### config.mk
export PLATFORM = sky130hd
export DESIGN_NAME = stake_weighted_lottery_select_flat
export DESIGN_NICKNAME = d
export VERILOG_FILES = /design/src/design/swls_pkg.sv /design/src/design/swls_if.sv /design/src/design/swls_stake_ram.sv /design/src/design/swls_mod_unit.sv /design/src/design/stake_weighted_lottery_select.sv /design/src/flat_wrapper.sv
export VERILOG_INCLUDE_DIRS = /design/src /design/src/design
export SDC_FILE = /design/constraint.sdc
export NUM_CORES = 1
export LEC_CHECK = 0
export BUFFER_PORTS_ARGS = -buffer_cell sky130_fd_sc_hd__buf_2
export CELL_PAD_IN_SITES_DETAIL_PLACEMENT = 0
export CELL_PAD_IN_SITES_GLOBAL_PLACEMENT = 1
export CORE_MARGIN = 3
export CORE_UTILIZATION = 51
export DETAILED_ROUTE_END_ITERATION = 10
export PLACE_DENSITY = 0.86
export SYNTH_ARGS = -nofsm -noshare
export SYNTH_HDL_FRONTEND = slang
export SYNTH_SLANG_ARGS = --single-unit
### constraint.sdc
create_clock -name clk -period 6.65 [get_ports clk]
set_input_delay 0.665 -clock clk [delete_from_list [all_inputs] [get_ports clk]]
set_output_delay 0.665 -clock clk [all_outputs]
set_load 0.01 [all_outputs]
### src/design/stake_weighted_lottery_select_assert.svh
// ----------------------------------------------------------------------------
// Assertion macros for the stake-weighted lottery select block
// Clocked on clk, disabled while rst_n is low.
// ----------------------------------------------------------------------------
`ifndef STAKE_WEIGHTED_LOTTERY_SELECT_ASSERT_SVH
`define STAKE_WEIGHTED_LOTTERY_SELECT_ASSERT_SVH

// Condition and consequence in the same cycle
`define SWLS_ASSERT_SAME(lbl, ante, cons, msg) \
  lbl: assert property (@(posedge clk) disable iff (!rst_n) (ante) |-> (cons)) \
    else $error(msg);

// Consequence in the cycle after the condition
`define SWLS_ASSERT_NEXT(lbl, ante, cons, msg) \
  lbl: assert property (@(posedge clk) disable iff (!rst_n) (ante) |=> (cons)) \
    else $error(msg);

`endif

### src/design/swls_pkg.sv
// ----------------------------------------------------------------------------
// swls_pkg
// Types, constants and helpers shared by the lottery select modules.
// ----------------------------------------------------------------------------
`default_nettype none

package swls_pkg;

  // Table geometry
  localparam int NUM_PARTICIPANTS = 4;
  localparam int STAKE_BITS       = 24;
  localparam int IDX_W            = $clog2(NUM_PARTICIPANTS);
  localparam int CNT_W            = IDX_W + 1;
  localparam int TOTAL_W          = STAKE_BITS + IDX_W;

  // Field widths
  localparam int WORD_W   = 31;
  localparam int REWARD_W = 16;
  localparam int BLK_W    = 16;
  localparam int SEL_W    = 2;
  localparam int WIN_W    = 24;
  localparam int STEP_W   = $clog2(WORD_W + 1);
  localparam int ADD_W    = ((STAKE_BITS > REWARD_W) ? STAKE_BITS : REWARD_W) + 1;

  typedef logic [STAKE_BITS-1:0] stake_t;
  typedef logic [IDX_W-1:0]      idx_t;
  typedef logic [CNT_W-1:0]      cnt_t;
  typedef logic [TOTAL_W-1:0]    total_t;
  typedef logic [WORD_W-1:0]     word_t;
  typedef logic [REWARD_W-1:0]   reward_t;
  typedef logic [BLK_W-1:0]      blk_t;
  typedef logic [SEL_W-1:0]      sel_t;
  typedef logic [WIN_W-1:0]      win_t;
  typedef logic [STEP_W-1:0]     step_t;
  typedef logic [ADD_W-1:0]      add_t;

  // Reset values
  localparam stake_t  STAKE_MAX     = {STAKE_BITS{1'b1}};
  localparam stake_t  INIT_STAKE_0  = STAKE_BITS'(50);
  localparam stake_t  INIT_STAKE_1  = STAKE_BITS'(30);
  localparam stake_t  INIT_STAKE_2  = STAKE_BITS'(20);
  localparam reward_t REWARD_RESET  = REWARD_W'(10);
  localparam blk_t    COUNTER_RESET = BLK_W'(1);

  // Sequencer states
  typedef enum logic [2:0] {
    S_IDLE,
    S_SUM,
    S_MOD,
    S_SCAN,
    S_WRITE,
    S_DONE
  } swls_state_t;

  // Stake memory access request
  typedef struct packed {
    logic   rd_en;
    idx_t   rd_addr;
    logic   we;
    idx_t   wr_addr;
    stake_t wr_data;
  } swls_ram_req_t;

  // Remainder unit status
  typedef struct packed {
    logic busy;
    logic done;
  } swls_div_sts_t;

  // Stake an entry holds before its first write
  function automatic stake_t init_stake(input idx_t idx);
    stake_t v;
    v = '0;
    if (int'(idx) == 0) begin
      v = INIT_STAKE_0;
    end else if (int'(idx) == 1) begin
      v = INIT_STAKE_1;
    end else if (int'(idx) == 2) begin
      v = INIT_STAKE_2;
    end
    return v;
  endfunction

endpackage

`default_nettype wire

### src/design/swls_if.sv
// ----------------------------------------------------------------------------
// swls_if
// Valid/ready channels for selection requests and selection results.
// ----------------------------------------------------------------------------
`default_nettype none

interface swls_in_if;
  import swls_pkg::*;
  logic  valid;
  logic  ready;
  word_t random_word;

  modport source (output valid, output random_word, input ready);
  modport sink   (input valid, input random_word, output ready);
endinterface

interface swls_out_if;
  import swls_pkg::*;
  logic valid;
  logic ready;
  sel_t selected_index;
  win_t winner_stake;
  blk_t block_number;
  logic no_stake;

  modport source (output valid, output selected_index, output winner_stake,
                  output block_number, output no_stake, input ready);
  modport sink   (input valid, input selected_index, input winner_stake,
                  input block_number, input no_stake, output ready);
endinterface

`default_nettype wire

### src/design/swls_stake_ram.sv
// ----------------------------------------------------------------------------
// swls_stake_ram
// Stake table memory: one write and one registered read per cycle, with
// per-entry valid bits so untouched entries read their reset stake.
// ----------------------------------------------------------------------------
`default_nettype none

module swls_stake_ram (
  input  logic                    clk,
  input  logic                    rst_n,
  input  swls_pkg::swls_ram_req_t req,
  output swls_pkg::stake_t        rd_data
);
  import swls_pkg::*;

  stake_t mem [NUM_PARTICIPANTS];
  logic [NUM_PARTICIPANTS-1:0] valid_r;
  stake_t rd_data_r;

  // Mark entries as written
  always_ff @(posedge clk) begin
    if (!rst_n) begin
      valid_r <= '0;
    end else if (req.we) begin
      valid_r[req.wr_addr] <= 1'b1;
    end
  end

  // Write port
  always_ff @(posedge clk) begin
    if (req.we) begin
      mem[req.wr_addr] <= req.wr_data;
    end
  end

  // Read port, forward a same-entry write
  always_ff @(posedge clk) begin
    if (req.rd_en) begin
      if (req.we && (req.wr_addr == req.rd_addr)) begin
        rd_data_r <= req.wr_data;
      end else if (valid_r[req.rd_addr]) begin
        rd_data_r <= mem[req.rd_addr];
      end else begin
        rd_data_r <= init_stake(req.rd_addr);
      end
    end
  end

  assign rd_data = rd_data_r;

endmodule

`default_nettype wire

### src/design/swls_mod_unit.sv
// ----------------------------------------------------------------------------
// swls_mod_unit
// Restoring remainder unit: reduces the random word modulo the total stake,
// one dividend bit per cycle.
// ----------------------------------------------------------------------------
`default_nettype none

module swls_mod_unit (
  input  logic                    clk,
  input  logic                    rst_n,
  input  logic                    start,
  input  swls_pkg::word_t         dividend,
  input  swls_pkg::total_t        divisor,
  output swls_pkg::swls_div_sts_t sts,
  output swls_pkg::total_t        rem
);
  import swls_pkg::*;

  logic   busy_r;
  logic   done_r;
  step_t  step_r;
  word_t  dvd_r;
  total_t div_r;
  total_t rem_r;

  logic [TOTAL_W:0] shifted;
  logic [TOTAL_W:0] diff;
  logic             fits;

  // One restoring step
  always_comb begin
    shifted = {rem_r, dvd_r[WORD_W-1]};
    diff    = shifted - {1'b0, div_r};
    fits    = shifted >= {1'b0, div_r};
  end

  // Step control
  always_ff @(posedge clk) begin
    if (!rst_n) begin
      busy_r <= 1'b0;
      done_r <= 1'b0;
      step_r <= '0;
    end else begin
      done_r <= 1'b0;
      if (start) begin
        busy_r <= 1'b1;
        step_r <= STEP_W'(WORD_W);
      end else if (busy_r) begin
        step_r <= step_r - STEP_W'(1);
        if (step_r == STEP_W'(1)) begin
          busy_r <= 1'b0;
          done_r <= 1'b1;
        end
      end
    end
  end

  // Remainder and dividend shift
  always_ff @(posedge clk) begin
    if (start) begin
      rem_r <= '0;
      dvd_r <= dividend;
      div_r <= divisor;
    end else if (busy_r) begin
      rem_r <= fits ? diff[TOTAL_W-1:0] : shifted[TOTAL_W-1:0];
      dvd_r <= {dvd_r[WORD_W-2:0], 1'b0};
    end
  end

  assign sts.busy = busy_r;
  assign sts.done = done_r;
  assign rem      = rem_r;

endmodule

`default_nettype wire

### src/design/stake_weighted_lottery_select.sv
// ----------------------------------------------------------------------------
// stake_weighted_lottery_select
// Each request picks one of four participants with probability proportional
// to its stake and adds the configured reward (saturating) to the winner's stake.
// The random word is reduced modulo the total stake and the first entry whose
// running stake sum exceeds it wins. A request runs as a sweep of the stake
// memory to total the stakes, 31 steps of the serial remainder unit, a second
// sweep to find the winner, then a write-back and the result. The stake memory
// gives one read per cycle. One request is worked on at a time, and a finished
// result waits in the output register while the next request is accepted.
// With zero total stake the result comes with no_stake set, index zero, no
// reward and the block number unchanged. block_number starts at one and wraps
// after 65535.
// ----------------------------------------------------------------------------
`default_nettype none

`include "stake_weighted_lottery_select_assert.svh"

module stake_weighted_lottery_select (
  input  logic              clk,
  input  logic              rst_n,
  input  logic              cfg_we,
  input  swls_pkg::reward_t cfg_wdata,
  swls_in_if.sink           in_ch,
  swls_out_if.source        out_ch
);
  import swls_pkg::*;

  swls_state_t state_r, state_nxt;

  cnt_t    cnt_r;
  reward_t reward_r;
  blk_t    counter_r;
  word_t   word_r;
  total_t  total_r;
  total_t  pick_r;
  total_t  running_r;
  idx_t    win_idx_r;
  stake_t  win_stake_r;
  idx_t    res_idx_r;
  stake_t  res_stake_r;
  logic    res_nostake_r;

  logic out_valid_r;
  sel_t out_sel_r;
  win_t out_stake_r;
  blk_t out_blk_r;
  logic out_nostake_r;

  swls_ram_req_t ram_req;
  stake_t        ram_rd_data;
  swls_div_sts_t div_sts;
  total_t        div_rem;
  logic          div_start;
  logic          load_out;

  logic   in_fire;
  logic   out_free;
  logic   last;
  idx_t   ent_idx;
  total_t acc_sum;
  total_t run_sum;
  logic   hit;
  add_t   stake_add;
  stake_t sat_stake;

  swls_stake_ram u_ram (
    .clk     (clk),
    .rst_n   (rst_n),
    .req     (ram_req),
    .rd_data (ram_rd_data)
  );

  swls_mod_unit u_mod (
    .clk      (clk),
    .rst_n    (rst_n),
    .start    (div_start),
    .dividend (word_r),
    .divisor  (acc_sum),
    .sts      (div_sts),
    .rem      (div_rem)
  );

  // Handshake and datapath terms
  always_comb begin
    in_fire   = in_ch.valid && in_ch.ready;
    out_free  = !out_valid_r || out_ch.ready;
    last      = (cnt_r == CNT_W'(NUM_PARTICIPANTS));
    ent_idx   = IDX_W'(cnt_r - CNT_W'(1));
    acc_sum   = total_r + TOTAL_W'(ram_rd_data);
    run_sum   = running_r + TOTAL_W'(ram_rd_data);
    hit       = (cnt_r != '0) && (pick_r < run_sum);
    stake_add = ADD_W'(win_stake_r) + ADD_W'(reward_r);
    sat_stake = (stake_add > ADD_W'(STAKE_MAX)) ? STAKE_MAX
                                                : STAKE_BITS'(stake_add);
  end

  // Next state
  always_comb begin
    state_nxt = state_r;
    unique case (state_r)
      S_IDLE: begin
        if (in_fire) state_nxt = S_SUM;
      end
      S_SUM: begin
        if (last) state_nxt = (acc_sum == '0) ? S_DONE : S_MOD;
      end
      S_MOD: begin
        if (div_sts.done) state_nxt = S_SCAN;
      end
      S_SCAN: begin
        if (hit) state_nxt = S_WRITE;
      end
      S_WRITE: begin
        state_nxt = S_DONE;
      end
      S_DONE: begin
        if (out_free) state_nxt = S_IDLE;
      end
      default: begin
        state_nxt = S_IDLE;
      end
    endcase
  end

  // Sequencer outputs
  always_comb begin
    ram_req.rd_en   = ((state_r == S_SUM) || (state_r == S_SCAN)) && !last;
    ram_req.rd_addr = cnt_r[IDX_W-1:0];
    ram_req.we      = (state_r == S_WRITE);
    ram_req.wr_addr = win_idx_r;
    ram_req.wr_data = sat_stake;
    div_start       = (state_r == S_SUM) && last && (acc_sum != '0);
    load_out        = (state_r == S_DONE) && out_free;
  end

  // Control state
  always_ff @(posedge clk) begin
    if (!rst_n) begin
      state_r     <= S_IDLE;
      cnt_r       <= '0;
      reward_r    <= REWARD_RESET;
      counter_r   <= COUNTER_RESET;
      out_valid_r <= 1'b0;
    end else begin
      state_r <= state_nxt;
      if (((state_r == S_SUM) || (state_r == S_SCAN)) && !last) begin
        cnt_r <= cnt_r + CNT_W'(1);
      end else begin
        cnt_r <= '0;
      end
      if (cfg_we) begin
        reward_r <= cfg_wdata;
      end
      if (load_out && !res_nostake_r) begin
        counter_r <= counter_r + BLK_W'(1);
      end
      if (load_out) begin
        out_valid_r <= 1'b1;
      end else if (out_ch.ready) begin
        out_valid_r <= 1'b0;
      end
    end
  end

  // Datapath registers
  always_ff @(posedge clk) begin
    // Capture the request and clear the total
    if (in_fire) begin
      word_r  <= in_ch.random_word;
      total_r <= '0;
    end
    // Accumulate the total stake
    if ((state_r == S_SUM) && (cnt_r != '0)) begin
      total_r <= acc_sum;
    end
    // Zero total: report entry zero without a reward
    if ((state_r == S_SUM) && last && (acc_sum == '0)) begin
      res_idx_r     <= '0;
      res_stake_r   <= '0;
      res_nostake_r <= 1'b1;
    end
    // Take the reduced word and restart the running sum
    if (state_r == S_MOD) begin
      running_r <= '0;
      if (div_sts.done) begin
        pick_r <= div_rem;
      end
    end
    // Walk the running sum and hold the winner
    if ((state_r == S_SCAN) && (cnt_r != '0)) begin
      running_r <= run_sum;
      if (hit) begin
        win_idx_r   <= ent_idx;
        win_stake_r <= ram_rd_data;
      end
    end
    // Reward the winner
    if (state_r == S_WRITE) begin
      res_idx_r     <= win_idx_r;
      res_stake_r   <= sat_stake;
      res_nostake_r <= 1'b0;
    end
    // Load the output register
    if (load_out) begin
      out_sel_r     <= SEL_W'(res_idx_r);
      out_stake_r   <= WIN_W'(res_stake_r);
      out_blk_r     <= counter_r;
      out_nostake_r <= res_nostake_r;
    end
  end

  assign in_ch.ready           = (state_r == S_IDLE);
  assign out_ch.valid          = out_valid_r;
  assign out_ch.selected_index = out_sel_r;
  assign out_ch.winner_stake   = out_stake_r;
  assign out_ch.block_number   = out_blk_r;
  assign out_ch.no_stake       = out_nostake_r;

  // Checks
  `SWLS_ASSERT_NEXT(a_accept_starts_sum, in_fire, state_r == S_SUM, "accept did not start sum")
  `SWLS_ASSERT_SAME(a_div_busy_in_mod, div_sts.busy, state_r == S_MOD, "divider busy outside mod")
  `SWLS_ASSERT_SAME(a_write_in_write, ram_req.we, state_r == S_WRITE, "stake write out of place")
  `SWLS_ASSERT_NEXT(a_nostake_ctr, load_out && res_nostake_r, $stable(counter_r), "counter moved")

endmodule

`default_nettype wire

### src/flat_wrapper.sv
// flat-port wrapper written by rule: the top's interface ports become plain ports
module stake_weighted_lottery_select_flat import swls_pkg::*;
  (clk, rst_n, cfg_we, cfg_wdata, in_ch_valid, in_ch_random_word, in_ch_ready, out_ch_valid, out_ch_selected_index, out_ch_winner_stake, out_ch_block_number, out_ch_no_stake, out_ch_ready);
  swls_in_if in_ch_i ();
  swls_out_if out_ch_i ();
  input  logic clk;
  input  logic rst_n;
  input  logic cfg_we;
  input  swls_pkg::reward_t cfg_wdata;
  input wire logic [$bits(in_ch_i.valid)-1:0] in_ch_valid;
  input wire logic [$bits(in_ch_i.random_word)-1:0] in_ch_random_word;
  output wire logic [$bits(in_ch_i.ready)-1:0] in_ch_ready;
  output wire logic [$bits(out_ch_i.valid)-1:0] out_ch_valid;
  output wire logic [$bits(out_ch_i.selected_index)-1:0] out_ch_selected_index;
  output wire logic [$bits(out_ch_i.winner_stake)-1:0] out_ch_winner_stake;
  output wire logic [$bits(out_ch_i.block_number)-1:0] out_ch_block_number;
  output wire logic [$bits(out_ch_i.no_stake)-1:0] out_ch_no_stake;
  input wire logic [$bits(out_ch_i.ready)-1:0] out_ch_ready;
  assign in_ch_i.valid = in_ch_valid;
  assign in_ch_i.random_word = in_ch_random_word;
  assign in_ch_ready = in_ch_i.ready;
  assign out_ch_valid = out_ch_i.valid;
  assign out_ch_selected_index = out_ch_i.selected_index;
  assign out_ch_winner_stake = out_ch_i.winner_stake;
  assign out_ch_block_number = out_ch_i.block_number;
  assign out_ch_no_stake = out_ch_i.no_stake;
  assign out_ch_i.ready = out_ch_ready;
  stake_weighted_lottery_select u_core (.clk(clk), .rst_n(rst_n), .cfg_we(cfg_we), .cfg_wdata(cfg_wdata), .in_ch(in_ch_i), .out_ch(out_ch_i));
endmodule
==> impl_metrics.tcl, run 1 <==
set metrics [dict create \
    outcome "complete, no violations" \
    yosys.area.top_type_share 0.4911 \
    yosys.area_share.simple 0.1384 \
    regArea_sq_mm 0.01299 \
    port_buffers 96 \
    syn2layout_area_growth_pct 12.07 \
    tritoncts_num_sinks 458 \
    synth_fa_ha_area_frac 0.06895 \
    worstPathMaxFanout 32 \
    diodes 0 \
    leakage_nw 9.766 \
    postCtsSetupRepairBufs 0 \
    grt_pass1_wl_mm 88.36 \
    cts_buffers 49 \
    seq_area_frac_synth 0.5572 \
    syn_avg_cell_area_sq_um 11.57 \
    final_nets 2279 \
    synth.area.mux_share 0.03995 \
    worstMarginPinSlew_ns 1.180 \
    synthXorXnorAreaFrac 0.03115 \
    drtIter0Drc 1539 \
    grtUsageTotal 0.2347 \
    final_area_sq_mm 0.02611 \
    place_congestion 0.8810 \
    syn_nets 2192 \
    maxSlewViolCount 0 \
    placed_area_sq_mm 0.02450 \
    start_util 0.5212 \
    endpoint_kind "flip-flop" \
    synthArstFlopShare 0 \
    synth.area.top_cells "edfxtp_1, dfxtp_1, ha_1" \
    power_density_mw_per_mm2 304.7 \
    hold_ws_ns 0.2394 \
    fin_ws_ns 1.089 \
    fp.dieW_um 219.7 \
    synth_top_area_cell "edfxtp_1" \
    synthTopCellsByCount "edfxtp_1, nand2_1, nor2_1" \
    yosysMostFrequentCell "edfxtp_1" \
    critPathLaunchType "flip-flop" \
    fmax_mhz 179.8 \
    core_area_sq_mm 0.04470 \
    skew_ns 0.02454 \
    setup_viol 0 \
    wl_per_cell_um 20.64 \
    antenna_left 0 \
    syn_inst 2014 \
    slew_headroom 0.2089 \
    ys_warn_count 0 \
    synth.cell_area_sq_mm 0.02330 \
    viasPerCell 6.029 \
    cap_violations 0 \
    synth_cell_types 80 \
    clockBufferDepth 3 \
    num_rows 77 \
    vdd_drop_max_uv 223.0 \
    routed_wirelength_mm 56.42 \
    h-tree-depth 2 \
    worstPathRequired_ns 6.91 \
    ys.flop_type "edfxtp_1" \
    multi_input_area_sq_mm 0.009647 \
    drtPass1Iterations 6 \
    ys_seq_elements 458 \
    drive_gt1_frac 0.1462 \
    ctsHoldBuffers 0 \
    drc_errors 0 \
    die_y_um 219.7 \
    hpwl_mm 38.84 \
    ios 97 \
    synth_edf_count 381 \
    crit_arrival_ns 5.82 \
    synth_top_family_by_area "simple AND/OR/NAND/NOR gates" \
    die_area_sq_mm 0.04828 \
    setup_tns_ns 0 \
    hold_viol_final 0 \
    min_path_type "in2reg" \
    grt_pass1_vias 15900 \
    overflow 0 \
    pre_cts_ws_ns 1.211 \
    clkTransAtPathRegs_ns 0.06 \
    insertion_delay_ns 0.61 \
    min_period_ns 5.561 \
    cts_root_buf "clkbuf_16" \
    grt_max_degree 63 \
    num_vias 16480 \
    worst-setup-path-type "reg2reg" \
    cts_tree "built" \
    post_cts_resized 0 \
    antenna_found_initial 1 \
    fin_crit_sh 0.8362 \
    rsz0062_at_grt "false" \
    synth-compound-area-share 0.1315 \
    fill_cells 3642 \
]
-- worst paths after layout --
path | end | startpoint | cells past startpoint | slack [ns]
setup / recovery | u_core.res_stake_r[19] | u_core.u_ram.rd_data[0] | 14 | 1.09
hold reg to reg | u_core.out_ch.winner_stake[18] | u_core.res_stake_r[18] | 0 | 0.42
setup reg to reg | u_core.res_stake_r[19] | u_core.u_ram.rd_data[0] | 14 | 1.09
hold / removal | u_core.word_r[14] | in_ch_random_word[14] | 1 | 0.24
-- sequential cells by signal, summed over array words and instances (netlist names), 24 cells and up --
name,flops
u_core.out_ch.winner_stake,24
u_core.pick_r,26
u_core.res_stake_r,24
u_core.running_r,26
u_core.total_r,26
u_core.u_mod.div_r,26
u_core.u_mod.dvd_r,31
u_core.u_mod.rem,26
u_core.u_ram.mem,96
u_core.u_ram.rd_data,24
u_core.win_stake_r,24
u_core.word_r,31
-- placed cells by master (no fill, tap or decap), drive strengths merged, types with 63 or more instances in the layout --
cell type	instances
buf	128
nand2	158
ha	122
dfxtp	77
nor2	143
clkbuf	63
nand3	104
edfxtp	381
inv	109
o21ai	89
a21oi	87
-- cell type report --
class                      count  area share
clock inverter                28     0.01150
timing repair buffer         128     0.02760
multi-input combinational   1355      0.3694
sequential                   458      0.4973
clock buffer                  63     0.05012
tap                          592     0.02837
inverter                     109     0.01567
-- layer usage --
| metal | routed length [um] | up-vias | track usage |
|---|---|---|---|
| met4 | 1986 | 0 | 0.08886 |
| met5 | 0 | - | 0 |
| met3 | 3449 | 116 | 0.02785 |
| met2 | 26420 | 587 | 0.3757 |
| li1 | - | 7767 | - |
| met1 | 24570 | 8007 | 0.3308 |
-- cells by family (layout without fill, tap and decap cells) --
family / count (synthesis) / in the layout
and+or+nand+nor: 642 / 642
DFF: 458 / 458
AOI/OAI and AO/OA: 444 / 444
buffers and inverters: 201 / 328
adders and majority gates: 126 / 126
xor gates and xnor gates: 82 / 82
muxes: 61 / 61
-- critical path, cell delays in order (launching register included) --
cell and delay, ns:
edfxtp_1 0.38, ha_1 0.22, inv_1 0.07, fa_1 0.41
nand2b_1 0.19, a21oi_1 0.30, o22ai_4 0.17, o21ai_1 0.26
a41oi_1 0.18, xnor2_1 0.20, nor4_1 0.41, nand4_2 0.67
or4_1 1.12, o21ai_2 0.24, buf_4 0.38
-- power by group --
part | internal [mW] | switching, mW | total, mW
clock | 1.59 | 1.15 | 2.74
sequential | 3.28 | 0.0893 | 3.37
combinational | 0.618 | 1.23 | 1.85
total | 5.49 | 2.47 | 7.96
-- through the flow --
stage,instances,power [mW],util
6_report,2733,7.956,0.5841
5_1_grt,2733,8.327,0.5841
4_1_cts,2733,7.985,0.5841
3_5_place_dp,2642,5.241,0.5481
3_3_place_gp,2642,5.210,0.5481
2_1_floorplan,2014,4.694,-
(Power assumes the default switching activity.)
==> inputs of run 2 (changes only) <==
--- a/config.mk
+++ b/config.mk
@@ -6,11 +6,12 @@
 export SDC_FILE = /design/constraint.sdc
 export NUM_CORES = 1
 export LEC_CHECK = 0
+export ABC_AREA = 1
 export BUFFER_PORTS_ARGS = -buffer_cell sky130_fd_sc_hd__buf_2
 export CELL_PAD_IN_SITES_DETAIL_PLACEMENT = 0
 export CELL_PAD_IN_SITES_GLOBAL_PLACEMENT = 1
 export CORE_MARGIN = 3
-export CORE_UTILIZATION = 51
+export CORE_UTILIZATION = 49
 export DETAILED_ROUTE_END_ITERATION = 10
 export PLACE_DENSITY = 0.86
 export SYNTH_ARGS = -nofsm -noshare
==> constraint.sdc (replaced) <==
create_clock -name clk -period 5.2 [get_ports clk]
set_input_delay 0.52 -clock clk [delete_from_list [all_inputs] [get_ports clk]]
set_output_delay 0.52 -clock clk [all_outputs]
set_load 0.01 [all_outputs]
==> impl_metrics.tcl, run 2 <==
set metrics [dict create \
    ys_warn_count 0 \
    cts_root_buf "clkbuf_16" \
    skew_ns 0.03105 \
    grtUsageTotal 0.2385 \
    overflow 0 \
    outcome "complete, no violations" \
    clockBufferDepth 3 \
    cap_violations 0 \
    num_rows 78 \
    syn_inst 2425 \
    worst-setup-path-type "reg2reg" \
    power_density_mw_per_mm2 424.1 \
    final_nets 2719 \
    r2r_slack_ns 0.92 \
    fp.dieW_um 222.9 \
    rr_worst_depth 16 \
    vdd_drop_max_uv 256.8 \
    crit_arrival_ns 4.52 \
    syn_nets 2603 \
    postCtsSetupRepairBufs 0 \
    synthTopCellsByCount "nand2_1, edfxtp_1, inv_1" \
    routed_wirelength_mm 59.70 \
    die_y_um 222.9 \
    h-tree-depth 2 \
    insertion_delay_ns 0.60 \
    pre_cts_ws_ns 1.001 \
    worstPathRequired_ns 5.43 \
    ys_seq_elements 458 \
    clkTransAtPathRegs_ns 0.06 \
    path_cells "ha_1 > a21oi_1 > o21ai_0 > a21oi_1 > inv_1 > a31oi_1 > o21ai_0 > a21oi_1 > xor2_1 > ha_1 > a21oi_1 > o221ai_1 > a21oi_1 > nand3_1 > nor2_2 > buf_4" \
    cts_tree "built" \
    timing.critical_path.mode_cell "a21oi_1" \
    rr_startpoint "u_core.u_ram.rd_data[2]" \
    crit_start "u_core.u_ram.rd_data[2]" \
    grt_pass1_vias 16410 \
    min_path_type "in2reg" \
    antenna_left 0 \
    fin_ws_ns 0.9191 \
    layout_commonest_cell "nand2_1" \
    leakage_nw 10.71 \
    ios 97 \
    start_util 0.5016 \
    max_stage_delay_ns 0.44 \
    endpoint_kind "flip-flop" \
    fin_util 0.5594 \
    rsz0062_at_grt "false" \
    slowest_stage "edfxtp_1" \
    grt_pass1_wl_mm 92.35 \
    fmax_mhz 233.6 \
    syn_avg_cell_area_sq_um 9.508 \
    total_power_mw 10.90 \
    slew_headroom 0.2521 \
    synth_edf_count 381 \
    instances_no_fill 3181 \
    seq_area_frac_synth 0.5631 \
    hold_viol_final 0 \
    synth.cell_area_sq_mm 0.02306 \
    min_path_cells 1 \
    setup_tns_ns 0 \
    ys.flop_type "edfxtp_1" \
    critPathLaunchType "flip-flop" \
    mostFrequentLayoutCells "nand2_1, edfxtp_1, inv_1" \
    top_regs "u_core.u_ram.mem: 96 flops, u_core.u_mod.dvd_r: 31 flops, u_core.word_r: 31 flops" \
    core_area_sq_mm 0.04597 \
    diodes 0 \
    cp-endpoint "u_core.win_stake_r[8]" \
    synth.area.top_cells "edfxtp_1, nand2_1, dfxtp_1" \
    ctsHoldBuffers 0 \
    worstMarginPinSlew_ns 1.119 \
    regMostFlops "u_core.u_ram.mem" \
    drtIter0Drc 1516 \
    drive_gt1_frac 0.09182 \
    maxSlewViolCount 0 \
    post_cts_resized 0 \
    place_congestion 0.9909 \
    yosysMostFrequentCell "nand2_1" \
    hpwl_mm 44.55 \
    cts_buffers 48 \
    num_vias 17280 \
    setup_viol 0 \
    r2r_end "u_core.win_stake_r[8]" \
    syn2layout_area_growth_pct 11.52 \
    synthArstFlopShare 0 \
    antenna_found_initial 0 \
    placed_area_sq_mm 0.02423 \
    grt_max_degree 51 \
    yosys.area.top_type_share 0.4962 \
    worstPathMaxFanout 26 \
    final_area_sq_mm 0.02571 \
    die_area_sq_mm 0.04969 \
    tritoncts_num_sinks 458 \
    wl_per_cell_um 18.77 \
    min_period_ns 4.281 \
    viasPerCell 5.433 \
    synth_top_area_cell "edfxtp_1" \
    drtPass1Iterations 5 \
    port_buffers 96 \
    largest_reg_flops 96 \
    hold_ws_ns 0.1132 \
    dp.cells 3091 \
    fin_crit_sh 0.8233 \
    drc_errors 0 \
    synth_cell_types 57 \
]
run 2: cell types whose count changed after synthesis, sizes merged, moves of 37 or more:
cell	change
inv	+177
nor2	+140
nand2	+410
a21oi	+73
o21ai	+68
clkbuf	-50
a31oi	-37
run 2: routing by layer:
metal / vias up / part of all wire / GRT usage
met5: - / 0 / 0
met1: 8165 / 0.46 / 0.3429
met4: 0 / 0.033 / 0.08921
li1: 8465 / - / -
met3: 105 / 0.063 / 0.03579
met2: 546 / 0.45 / 0.3688
run 2: cell type report:
cell class | count | area (sq um)
inverters | 288 | 1081
fillers | 4053 | 20250
well taps | 600 | 750.7
clock buffers | 63 | 1277
flip-flops and latches | 458 | 12980
clock inverters | 27 | 202.7
multi-input cells | 1625 | 8745
repair buffers | 120 | 673.1
run 2: report_power, final:
| group | switching [mW] | internal (mW) |
|---|---|---|
| Sequential | 0.201 | 4.36 |
| Clock | 1.44 | 1.80 |
| Combinational | 2.14 | 0.963 |
| Total | 3.78 | 7.13 |
run 2: critical path, delay by kind of cell, from the launching register on:
kind | cells | cell delay (ns)
AND/OR/NAND/NOR | 2 | 0.22
buffers and inverters | 2 | 0.41
adder cells (fa/ha/maj) | 2 | 0.68
flip-flops | 1 | 0.44
AO/OA/AOI/OAI | 9 | 1.89
XOR/XNOR | 1 | 0.27
run 2: cell families (layout without fill, tap and decap cells):
| logic type | after synthesis | in the layout | share of synthesized area |
|---|---|---|---|
| simple gates | 1026 | 1026 | 0.1843 |
| flops | 458 | 458 | 0.5631 |
| compound gates | 407 | 407 | 0.09871 |
| buf+inv | 342 | 498 | 0.05882 |
| fa+ha+maj | 126 | 126 | 0.06968 |
| xor+xnor | 66 | 66 | 0.02540 |
run 2: how the worst min path moves through the flow:
| stage | startpoint | end | slack (ns) |
|---|---|---|---|
| floorplan | u_core.res_idx_r[0] | u_core.out_ch.selected_index[0] | 0.40 |
| global placement | u_core.res_stake_r[6] | u_core.out_ch.winner_stake[6] | 0.40 |
| detailed placement | u_core.res_stake_r[2] | u_core.out_ch.winner_stake[2] | 0.40 |
| CTS | in_ch_random_word[4] | u_core.word_r[4] | 0.08 |
| global route | in_ch_random_word[7] | u_core.word_r[7] | 0.09 |
| finish | in_ch_random_word[3] | u_core.word_r[3] | 0.11 |
